File: config.mk
export PLATFORM = sky130hd
export DESIGN_NAME = wsp_dot
export DESIGN_NICKNAME = d
export VERILOG_FILES = /design/src/hdl/wsp_pkg.sv /design/src/hdl/wsp_dot.sv
export SDC_FILE = /design/constraint.sdc
export NUM_CORES = 2
export LEC_CHECK = 0
export ABC_AREA = 1
export BUFFER_PORTS_ARGS = -buffer_cell sky130_fd_sc_hd__clkbuf_2
export CELL_PAD_IN_SITES_DETAIL_PLACEMENT = 2
export CELL_PAD_IN_SITES_GLOBAL_PLACEMENT = 2
export CORE_MARGIN = 1
export CORE_UTILIZATION = 36
export DETAILED_ROUTE_END_ITERATION = 7
export GPL_ROUTABILITY_DRIVEN = 1
export PLACE_DENSITY_LB_ADDON = 0.1
export SLEW_MARGIN = 20
export SYNTH_ARGS = -nofsm -noshare
export SYNTH_HDL_FRONTEND = slang
export SYNTH_SLANG_ARGS = --single-unit
File: constraint.sdc
create_clock -name clk -period 5.88 [get_ports clk]
set_clock_uncertainty 0.05 [all_clocks]
set_input_delay 0.294 -clock clk [delete_from_list [all_inputs] [get_ports clk]]
set_output_delay 0.294 -clock clk [all_outputs]
set_load 0.05 [all_outputs]
File: src/hdl/wsp_pkg.sv
// ----------------------------------------------------------------------------
// World-to-screen projection package
// Shared widths, register indexes and the divider entry record.
// ----------------------------------------------------------------------------
package wsp_pkg;

  localparam int CW   = 50;
  localparam int NW   = 64;
  localparam int DW   = 48;
  localparam int RW   = 49;
  localparam int QW   = 32;
  localparam int LOWW = 17;
  localparam int MAGW = 63;

  typedef enum logic [2:0] {
    REG_ROW_X,
    REG_ROW_Y,
    REG_ROW_W,
    REG_WIDTH,
    REG_HEIGHT
  } reg_idx_t;

  typedef struct packed {
    logic            neg;
    logic            ovf;
    logic            zero;
    logic [RW-1:0]   rem;
    logic [LOWW-1:0] nlow;
    logic [DW-1:0]   den;
  } div_in_t;

endpackage

File: src/hdl/wsp_dot.sv
// ----------------------------------------------------------------------------
// Row dot product
// Two stages: three products and the constant term, then their sum as an exact Q26.24 clip value.
// ----------------------------------------------------------------------------
module wsp_dot (
  input  logic                      clk,
  input  logic                      en,
  input  logic [63:0]               row,
  input  logic signed [31:0]        x,
  input  logic signed [31:0]        y,
  input  logic signed [31:0]        z,
  output logic signed [wsp_pkg::CW-1:0] clip
);
  import wsp_pkg::*;

  logic signed [47:0] p0;
  logic signed [47:0] p1;
  logic signed [47:0] p2;
  logic signed [15:0] k3;

  always_ff @(posedge clk) begin
    if (en) begin
      p0   <= $signed(row[15:0]) * x;
      p1   <= $signed(row[31:16]) * y;
      p2   <= $signed(row[47:32]) * z;
      k3   <= $signed(row[63:48]);
      clip <= CW'(p0) + CW'(p1) + CW'(p2) + (CW'(k3) <<< 24);
    end
  end

endmodule

* After elaboration in Yosys (flattened, before gate mapping) *
Index checks and enable logic that the tools add are counted.
Widths: inputs -> output; s select.

operators by class
  $mul = 3
  add/subtract/negate cells = 3

operators by type and width
  cell            count
  $mul 16x32->48  3
  $add 49x48->50  1
  $add 50x40->50  1
  $add 48x48->49  1

storage, ports and cells
  bits of input ports = 162
  word-level logic and storage cells = 11
  output and inout port bits = 50
  register bits after elaboration = 210

* Logic depth before layout (Yosys ltp) *
  word-level depth = 3
  mapped depth = 28
  gate-level depth less buffers = 27

* Least setup slack after synthesis *
No wires, ideal clock.

  path kind = input to register
  from = input port row[4]
  to = register p0[47], data pin
  arrival time = 5282 ps
  data required time = 5577 ps
  slack = 294 ps
  library setup time = 253 ps
  path buffers = 1
  cell stages on the path = 21
  path through = clkbuf_1 -> nand2_1 -> fa_1 -> inv_1 -> fa_1 -> inv_1 -> fa_1 -> inv_1 -> fa_1 -> inv_1 -> fa_1 -> fa_1 -> inv_1 -> ha_1 -> nand2_1 -> nor3_1 -> nand2_1 -> nor2_1 -> nand2_1 -> nand3_1 -> nand2_1

between the ends
  word-level cells in the longest chain between the ends = 1

ends and longest elaborated chain
  what                  RTL line       source
  start, declared       wsp_dot.sv:8   input logic [63:0] row,
  $mul 16x32->48        wsp_dot.sv:23  p0 <= $signed(row[15:0]) * x;
  end signal, assigned  wsp_dot.sv:23
  end, declared         wsp_dot.sv:16  logic signed [47:0] p0;

No other way between the ends.
A chain may end at the register's enable or synchronous reset.

* Worst setup path after layout *
  from = input port row[17]
  to = register p1[47], data pin

between the ends
  word-level cells in the longest chain between the ends = 1

ends and longest elaborated chain
  what                  RTL line       source
  $mul 16x32->48        wsp_dot.sv:24  p1 <= $signed(row[31:16]) * y;
  end signal, assigned  wsp_dot.sv:24
  end, declared         wsp_dot.sv:17  logic signed [47:0] p1;

No other way between the ends.

==> results.yml <==
yosys:
  synth_top_family_by_area: "adder cells"
  synth.avg_cell_area_um2: 7.53
  synth_fa_ha_area_share_pct: 50.0
  synth_area_leader_cell: "fa_1"
  ys_warn_count: 0
  syn_nets: 11600
  synth_xor_area_share_pct: 1.39
  synth.most_common_cell: "inv_1"
  async_flop_share_pct: 0
  synth_cells: 9503
  yosys-top-cells-count: "inv_1 (2987), nand2_1 (2963), fa_1 (1532)"
  ys_ff_latch: 210
  synth_area_mm2: 0.0716
  synthDistinctLibCells: 30
  synth.top_cell.area_share_pct: 42.8
  yosysSeqAreaShare_pct: 8.81
  synthMuxAreaShare_pct: 0
  synth_compound_area_share_pct: 1.25
  synthSimpleGateAreaFrac_pct: 21.1
  ys.flop_type: "edfxtp_1"
  ys_top_cells_by_area: "fa_1 (43%), inv_1 (16%), nand2_1 (16%)"
  synth-edff-count: 210
flow_run:
  maxCapViolations: 0
die:
  die_area_mm2: 0.201
  die_h_um: 448
  core-area_mm2: 0.197
  die_w_um: 448
  ios: 212
  start_util_pct: 36.3
  rows: 163
detailed_routing:
  antenna_left: 0
  first_pass_iters: 5
  wl_per_cell_um: 20.8
  routed_wl_mm: 264
  drc: 0
  vias_per_cell: 4.76
  via_count: 60400
  drt_iter0_drc: 2362
sta:
  finalSetupViolCount: 0
  hold_ws_ns: 0.150
  setup_ws_ns: 0.210
  min_period_ns: 5.67
  rsz0062_at_grt: "false"
  hold_violations: 0
  period_share_pct: 96.4
  worst_pin_slew_ns: 0.944
  timing.slew.headroom_pct: 37.1
  slew_violations: 0
  max_freq_ghz: 0.176
clocking:
  clk_pin_slew_worst_paths_ns: 0.06
  root_buffer: "clkbuf_16"
  cts_buffers: 26
  clockBufferDepth: 3
  htree_levels: 1
  cts_tree: "built"
  cts_sinks: 210
  postCtsSetupRepairBufs: 0
  clock_latency_ns: 0.58
setup_path:
  end_kind: "register"
  arrival_ns: 5.93
  crit_fanout: 20
  critPathRequiredTime_ns: 6.15
  critical_path_class: "primary input to register"
  setup.worst_path.start_class: "primary input"
final_layout:
  postLayoutCellArea_mm2: 0.0813
  area_growth_pct: 13.6
  drive_gt1_share_pct: 10.1
  final_cells: 12700
  fin_nets: 12100
global_route:
  busiest_layer: "met2"
  grt_max_degree: 142
  grt_pass1_wl_mm: 415
  grtUsageMet2_pct: 48.4
  grt_pass1_vias: 71500
  use_met3_pct: 1.14
  gr-usage-met1_pct: 36.0
  grt.overflow.total: 0
  grt_usage_pct: 26.9
  antenna_found_initial: 16
placed_design:
  hpwl_mm: 237
  placed_area_mm2: 0.0802
  preCtsSetupSlack_ns: -0.481
  gp_congestion: 0.897
  dp_cells: 12600
  port_buffers: 211
worst_hold_path:
  hold_path_class: "primary input to register"
status:
  outcome: "complete, no violations"
## flip-flops by register name (all words and copies together), names as in the netlist
name,cells
k3,16
clip,50
p2,48
p1,48
p0,48
## cell type report
cell class,instances,area [µm²]
well taps,2640,3300
diodes,10,25.0
flip-flops and latches,210,6310
fillers,23300,116000
inverters,3001,11300
repair buffers,829,6720
clock inverters,20,230
multi-input cells,5970,52800
clock buffers,27,654
## final timing paths
| path | from | end | slack [ns] | cells after the start |
|---|---|---|---|---|
| worst max-delay path | row[17] | p1[47]$_DFFE_PP_ | 0.21 | 20 |
| worst min-delay path | en | clip[3]$_DFFE_PP_ | 0.15 | 1 |
| worst max register to register | p1[2]$_DFFE_PP_ | clip[44]$_DFFE_PP_ | 1.97 | 14 |
| worst min register to register | p0[1]$_DFFE_PP_ | clip[1]$_DFFE_PP_ | 0.76 | 2 |
## layer usage
layer / vias up / share of wire (%)
li1: 27600 / -
met1: 31800 / 45
met2: 786 / 51
met3: 232 / 2.3
met4: 0 / 2.2
met5: - / 0
## repair_timing
action | CTS | global route
hold buffers | 16 | 0
setup endpoints to repair | 0 | 6
endpoints found under the hold margin | 16 | 0
gates resized for setup | 0 | 6
## cell families after synthesis
family / count (synthesis)
and+or+nand+nor: 3749
xor gates and xnor gates: 114
buffers and inverters: 3323
AOI/OAI and AO/OA: 163
DFF: 210
adders and majority gates: 1944
## layout by cell type (no fill, tap or decap), types with 7 or more instances in the layout
| cell type | netlist | final |
|---|---|---|
| a21o_1 | 11 | 11 |
| a21oi_1 | 117 | 117 |
| buf_12 | 0 | 78 |
| buf_4 | 0 | 524 |
| clkbuf_16 | 0 | 26 |
| clkbuf_2 | 0 | 210 |
| diode_2 | 0 | 10 |
| dlygate4sd3_1 | 0 | 16 |
| edfxtp_1 | 210 | 210 |
| fa_1 | 1532 | 1532 |
| ha_1 | 412 | 410 |
| inv_1 | 2987 | 2987 |
| inv_2 | 14 | 14 |
| nand2_1 | 2963 | 2963 |
| nand2_2 | 37 | 37 |
| nand3_1 | 229 | 229 |
| nand3_2 | 15 | 15 |
| nand3b_1 | 7 | 7 |
| nand4_1 | 56 | 56 |
| nor2_1 | 320 | 320 |
| nor2_2 | 52 | 52 |
| nor3_1 | 33 | 29 |
| nor3_2 | 17 | 21 |
| o21ai_0 | 15 | 15 |
| o21bai_1 | 14 | 14 |
| or2_2 | 13 | 13 |
| xnor2_1 | 12 | 12 |
| xor2_1 | 102 | 102 |
## through the flow
step / util (%) / setup TNS [ns]
floorplan: - / 0
global placement: 40.6 / -4.11
detailed placement: 40.6 / -12.82
CTS: 41.2 / 0
global route: 41.2 / 0
finish: 41.2 / 0
## worst max-delay path, cell delays in order
cell and delay (ns):
clkbuf_2 0.10, buf_12 0.15, nand2_1 0.12, inv_1 0.09
fa_1 0.70, fa_1 0.49, buf_12 0.18, fa_1 0.55
inv_1 0.08, buf_4 0.13, fa_1 0.48, fa_1 0.50
fa_1 0.60, inv_1 0.07, ha_1 0.36, nand3_1 0.22
nor3_1 0.32, nand3_1 0.22, nand4_1 0.15, nand2_1 0.08
Power is left out: the tool's default activity adds up to more than one toggle a clock period on the data nets, which glitch-free logic cannot reach.
