`config.mk`:
```
export PLATFORM = sky130hd
export DESIGN_NAME = wsp_prep
export DESIGN_NICKNAME = d
export VERILOG_FILES = /design/src/hdl/wsp_pkg.sv /design/src/hdl/wsp_prep.sv
export SDC_FILE = /design/constraint.sdc
export NUM_CORES = 2
export LEC_CHECK = 0
export ABC_AREA = 1
export BUFFER_PORTS_ARGS = -buffer_cell sky130_fd_sc_hd__buf_2
export CAP_MARGIN = 20
export CORE_MARGIN = 2
export CORE_UTILIZATION = 55
export DETAILED_ROUTE_END_ITERATION = 12
export PLACE_DENSITY = 0.72
export SLEW_MARGIN = 20
export SYNTH_ARGS = -nofsm -noshare
export SYNTH_HDL_FRONTEND = slang
export SYNTH_SLANG_ARGS = --single-unit
```
`constraint.sdc`:
```
create_clock -name clk -period 7.8 [get_ports clk]
set_clock_uncertainty 0.2 [all_clocks]
set_input_delay 1.17 -clock clk [delete_from_list [all_inputs] [get_ports clk]]
set_output_delay 1.17 -clock clk [all_outputs]
set_load 0.01 [all_outputs]
```
`src/hdl/wsp_pkg.sv`:
```
// ----------------------------------------------------------------------------
// World-to-screen projection package
// Shared widths, register indexes and the divider entry record.
// ----------------------------------------------------------------------------
package wsp_pkg;

  localparam int CW   = 50;
  localparam int NW   = 64;
  localparam int DW   = 48;
  localparam int RW   = 49;
  localparam int QW   = 32;
  localparam int LOWW = 17;
  localparam int MAGW = 63;

  typedef enum logic [2:0] {
    REG_ROW_X,
    REG_ROW_Y,
    REG_ROW_W,
    REG_WIDTH,
    REG_HEIGHT
  } reg_idx_t;

  typedef struct packed {
    logic            neg;
    logic            ovf;
    logic            zero;
    logic [RW-1:0]   rem;
    logic [LOWW-1:0] nlow;
    logic [DW-1:0]   den;
  } div_in_t;

endpackage

```
`src/hdl/wsp_prep.sv`:
```
// ----------------------------------------------------------------------------
// Divider setup
// Four stages: numerators, viewport scaling, magnitudes and signs, and the
// first partial remainder with the quotient overflow check.
// ----------------------------------------------------------------------------
module wsp_prep (
  input  logic                          clk,
  input  logic                          en,
  input  logic signed [wsp_pkg::CW-1:0] cx,
  input  logic signed [wsp_pkg::CW-1:0] cy,
  input  logic signed [wsp_pkg::CW-1:0] cw,
  input  logic [13:0]                   width,
  input  logic [13:0]                   height,
  output wsp_pkg::div_in_t              dx,
  output wsp_pkg::div_in_t              dy
);
  import wsp_pkg::*;

  logic signed [CW-1:0] sa;
  logic signed [CW-1:0] ta;
  logic signed [CW-1:0] wa;
  logic signed [NW-1:0] nx;
  logic signed [NW-1:0] ny;
  logic signed [CW-1:0] wb;
  logic [MAGW-1:0]      mx;
  logic [MAGW-1:0]      my;
  logic [DW-1:0]        den;
  logic                 negx;
  logic                 negy;
  logic                 zero;
  logic [NW-1:0]        nx_abs;
  logic [NW-1:0]        ny_abs;
  logic [CW-1:0]        w_abs;

  assign nx_abs = nx[NW-1] ? NW'(-nx) : NW'(nx);
  assign ny_abs = ny[NW-1] ? NW'(-ny) : NW'(ny);
  assign w_abs  = wb[CW-1] ? CW'(-wb) : CW'(wb);

  always_ff @(posedge clk) begin
    if (en) begin
      sa   <= cx + cw;
      ta   <= cw - cy;
      wa   <= cw;
      nx   <= sa * $signed({1'b0, width});
      ny   <= ta * $signed({1'b0, height});
      wb   <= wa;
      mx   <= nx_abs[MAGW-1:0];
      my   <= ny_abs[MAGW-1:0];
      den  <= w_abs[DW-1:0];
      negx <= nx[NW-1] ^ wb[CW-1];
      negy <= ny[NW-1] ^ wb[CW-1];
      zero <= (wb == '0);
      dx.neg  <= negx;
      dx.zero <= zero;
      dx.den  <= den;
      dx.nlow <= mx[LOWW-1:0];
      dx.rem  <= RW'(mx[MAGW-1:LOWW]);
      dx.ovf  <= RW'(mx[MAGW-1:LOWW]) >= RW'(den);
      dy.neg  <= negy;
      dy.zero <= zero;
      dy.den  <= den;
      dy.nlow <= my[LOWW-1:0];
      dy.rem  <= RW'(my[MAGW-1:LOWW]);
      dy.ovf  <= RW'(my[MAGW-1:LOWW]) >= RW'(den);
    end
  end

endmodule

```
# After elaboration in Yosys (flattened, before gate mapping)

Cells that the tools add are included.

Logic and storage cells: 37
Register bits: 684
Bits of input ports: 180

Reductions and logical operators: 1
$add $sub $neg: 5
Bitwise gates (word level): 2
$lt $le $gt $ge: 2
Multipliers: 2
Mux-type cells: 3

Operator list:

| kind                           | count |
|---|---|
| multiplier 50 x 15 -> 64 bit   | 2 |
| two-way mux 63 bit             | 2 |
| negator 63 bit                 | 2 |
| >= comparator 46 x 48 -> 1 bit | 2 |
| adder 50 bit                   | 1 |
| logical NOT 50 bit             | 1 |
| subtractor 50 bit              | 1 |
| two-way mux 48 bit             | 1 |
| negator 48 bit                 | 1 |
| XOR 1 bit                      | 2 |

# Depth between registers and ports, before layout

Depth after elaboration: 2
Depth in mapped cells: 28
Depth with buffers taken out: 26

# Worst setup path before layout

No wires, ideal clock.

Path type: input port to flip-flop
Start: input width[0]
End: register nx[59], data pin
Cell stages on the path: 23
Path buffers: 2
Data arrival time: 6359 ps
Required time: 7347 ps
Setup slack: 989 ps
Path through: clkbuf_1 > clkbuf_1 > nand2_1 > inv_1 > fa_1 > fa_1 > inv_1 > fa_1 > inv_1 > fa_1 > inv_1 > fa_1 > inv_1 > fa_1 > ha_1 > nand2_1 > inv_1 > nand2_1 > nor3_1 > and3_1 > nand2_1 > nand4_1 > nand2_1

Cells in the longest elaborated chain, start to end: 1

RTL lines:

| what                         | RTL line       | text |
|---|---|---|
| start, declared              | wsp_prep.sv:12 | `input logic [13:0] width,` |
| multiplier 50 x 15 -> 64 bit | wsp_prep.sv:44 | `nx <= sa * $signed({1'b0, width});` |
| end signal, assigned         | wsp_prep.sv:44 |  |
| end, declared                | wsp_prep.sv:22 | `logic signed [NW-1:0] nx;` |

No other way between the ends.
A chain may end at the register's enable or synchronous reset.

# Final worst setup path

Start: input height[2]
End: register ny[55], data pin

Cells in the longest elaborated chain, start to end: 1

RTL lines:

| what                         | RTL line       | text |
|---|---|---|
| start, declared              | wsp_prep.sv:13 | `input logic [13:0] height,` |
| multiplier 50 x 15 -> 64 bit | wsp_prep.sv:45 | `ny <= ta * $signed({1'b0, height});` |
| end signal, assigned         | wsp_prep.sv:45 |  |
| end, declared                | wsp_prep.sv:23 | `logic signed [NW-1:0] ny;` |

No other way between the ends.

==> flow_metrics.env <==
export IMPL_fin_crit_ns=7.05
export IMPL_root_buffer="clkbuf_16"
export IMPL_ctsHtreeMaxLevel=3
export IMPL_seq_area_sq_um=20500
export IMPL_tightest_slew_ns=1.03
export IMPL_die_h_um=410
export IMPL_netlist_area_sq_um=90700
export IMPL_initial_core_util=0.552
export IMPL_tns_ns=0
export IMPL_synth_edf_count=684
export IMPL_pre_cts_slack_ns=0.0784
export IMPL_critical_path_buf_inv_count=7
export IMPL_maxSlewViolCount=0
export IMPL_drv_cap=0
export IMPL_clk_transition_reported_paths_ns=0.06
export IMPL_start_kind="primary input"
export IMPL_slew_headroom=0.312
export IMPL_insertion_delay_ns=0.73
export IMPL_rsz0062_at_grt="false"
export IMPL_cp_data_arrival_time_ns=7.27
export IMPL_synthFlopType="edfxtp_1"
export IMPL_synth_seq_area_share=0.226
export IMPL_rows=149
export IMPL_hold_buffers=0
export IMPL_drive_gt1_frac=0.0694
export IMPL_die_area_sq_um=168000
export IMPL_cts_setup_buffers=0
export IMPL_via_per_inst=5.27
export IMPL_wire_per_inst_um=21.3
export IMPL_cts_tree="yes"
export IMPL_final_cell_mix="3599 x nand2_1, 3338 x inv_1, 1246 x fa_1, 684 x edfxtp_1, 591 x nor2_1"
export IMPL_hold_viol_final=0
export IMPL_grt_pass1_vias=75500
export IMPL_yosys_warnings=0
export IMPL_grt_usage=0.365
export IMPL_synthCells=11800
export IMPL_ys_types=48
export IMPL_drc=0
export IMPL_cpLargestDelayFamily="adder cells"
export IMPL_io_pins=414
export IMPL_fill_cells=15100
export IMPL_dr_total_vias=75500
export IMPL_max_stage_delay_ns=0.57
export IMPL_numCtsBuffers=79
export IMPL_whs_ns=0.210
export IMPL_synthArstFlopShare=0
export IMPL_antenna_found_initial=24
export IMPL_ys_ff_latch=684
export IMPL_final_common_cell="nand2_1"
export IMPL_status="finished, final reports clean"
export IMPL_die_w_um=410
export IMPL_grt_pass1_wl_mm=458
export IMPL_detail_route_antenna_nets=0
export IMPL_place_gp_congestion=1.03
export IMPL_fin_nets=14000
export IMPL_fin_crit_sh=0.903
export IMPL_max_freq_ghz=0.142
export IMPL_worst_path_max_delay_cell="fa_1"
export IMPL_port_buffers=407
export IMPL_core_area_sq_um=164000
export IMPL_cp_max_fo=24
export IMPL_grt_overflow=0
export IMPL_crit_type="primary input to register"
export IMPL_syn_to_final_growth_pct=7.74
export IMPL_setup_viol=0
export IMPL_clockBufferDepth=3
export IMPL_cp_required_ns=8.02
export IMPL_grt_max_degree=168
export IMPL_dr_pass1_iters=9
export IMPL_cts_resized=0
export IMPL_place_hpwl_mm=258
export IMPL_fin_ws_ns=0.754
export IMPL_clock_sinks=684
export IMPL_cpMostUsedCell="nand2_1"
export IMPL_drt_wl_total_mm=304
export IMPL_multi_input_area_sq_um=56100
export IMPL_avgSynthCellArea_sq_um=7.68
export IMPL_cp_end_kind="register"
export IMPL_hp_class="register to register"
export IMPL_drtIter0Drc=7548
==> flip-flops by register name, summed over array words and instances (netlist names) <==
signal and count:
dy 114, dx 65, nx 64, ny 64
mx 63, my 63, sa 50, ta 50
wa 50, wb 50, den 48, negx 1
negy 1, zero 1
==> synthesized netlist by cell type, types with 5 or more instances <==
cell type  number  area, sq um
xor2_1        225         1970
buf_4          55          413
or2_2           5         31.3
nor2_4         10          113
edfxtp_1      684        20500
buf_2           6         30.0
a21o_1         12         90.1
o211ai_1        5         37.5
nor3_2         13          130
nand2_2        58          363
o21ai_0       141          706
nand3_2        19          190
nor4_1         13         81.3
nand4_1       124          776
nand2_1      3599        13500
nor3_1         65          325
o21bai_1       38          285
fa_1         1246        24900
nor2_1        591         2220
o21ai_1        10         50.1
and2_1         12         75.1
ha_1          473         5920
and3_1         12         75.1
a31oi_1         6         37.5
nand3b_1        9         67.6
nor2_2         82          513
clkbuf_1      282         1060
inv_2          17         63.8
nand3_1       323         1620
xnor2_1        43          377
buf_1           5         18.8
inv_1        3338        12500
a21oi_1       269         1350
==> stage by stage <==
stage	area, sq um	util	cells
floorplan	90700	-	11800
global placement	95100	0.578	14200
detailed placement	95100	0.578	14200
CTS	97700	0.594	14300
global route	97700	0.594	14300
finish	97700	0.594	14300
==> area by class of cell <==
class / count / share of cell area
tap: 2189 / 0.0280
multi-input combinational: 7431 / 0.574
inverter: 3357 / 0.129
timing repair buffer: 510 / 0.0321
antenna: 7 / 0.000179
clock inverter: 51 / 0.00621
clock buffer: 93 / 0.0208
sequential: 684 / 0.210
==> metal layers <==
layer | part of all wire | GRT usage | vias up
met5 | 0.00030 | 0 | -
met4 | 0.044 | 0.137 | 12
li1 | - | - | 34900
met1 | 0.42 | 0.520 | 36200
met3 | 0.11 | 0.0850 | 568
met2 | 0.43 | 0.542 | 3885
==> kinds of logic (layout without fill, tap and decap cells) <==
logic type / Yosys count / after routing / share of synthesized area
other: 1 / 13 / 0.0000413
and+or+nand+nor: 4945 / 4945 / 0.223
xor gates and xnor gates: 268 / 268 / 0.0259
AOI/OAI and AO/OA: 493 / 493 / 0.0292
DFF: 684 / 684 / 0.226
buffers and inverters: 3705 / 4011 / 0.156
adders and majority gates: 1719 / 1719 / 0.340
==> path summary, 6_finish.rpt <==
path                          from          endpoint  slack [ns]  cells after the start
setup / recovery         height[2]  ny[55]$_DFFE_PP_        0.75                     25
hold / removal    wa[26]$_DFFE_PP_  wb[26]$_DFFE_PP_        0.21                      0
setup reg to reg  ta[10]$_DFFE_PP_  ny[55]$_DFFE_PP_        0.79                     21
hold reg to reg   wa[26]$_DFFE_PP_  wb[26]$_DFFE_PP_        0.21                      0
Power is left out: the tool's default activity adds up to more than one toggle a clock period on the data nets, which glitch-free logic cannot reach.
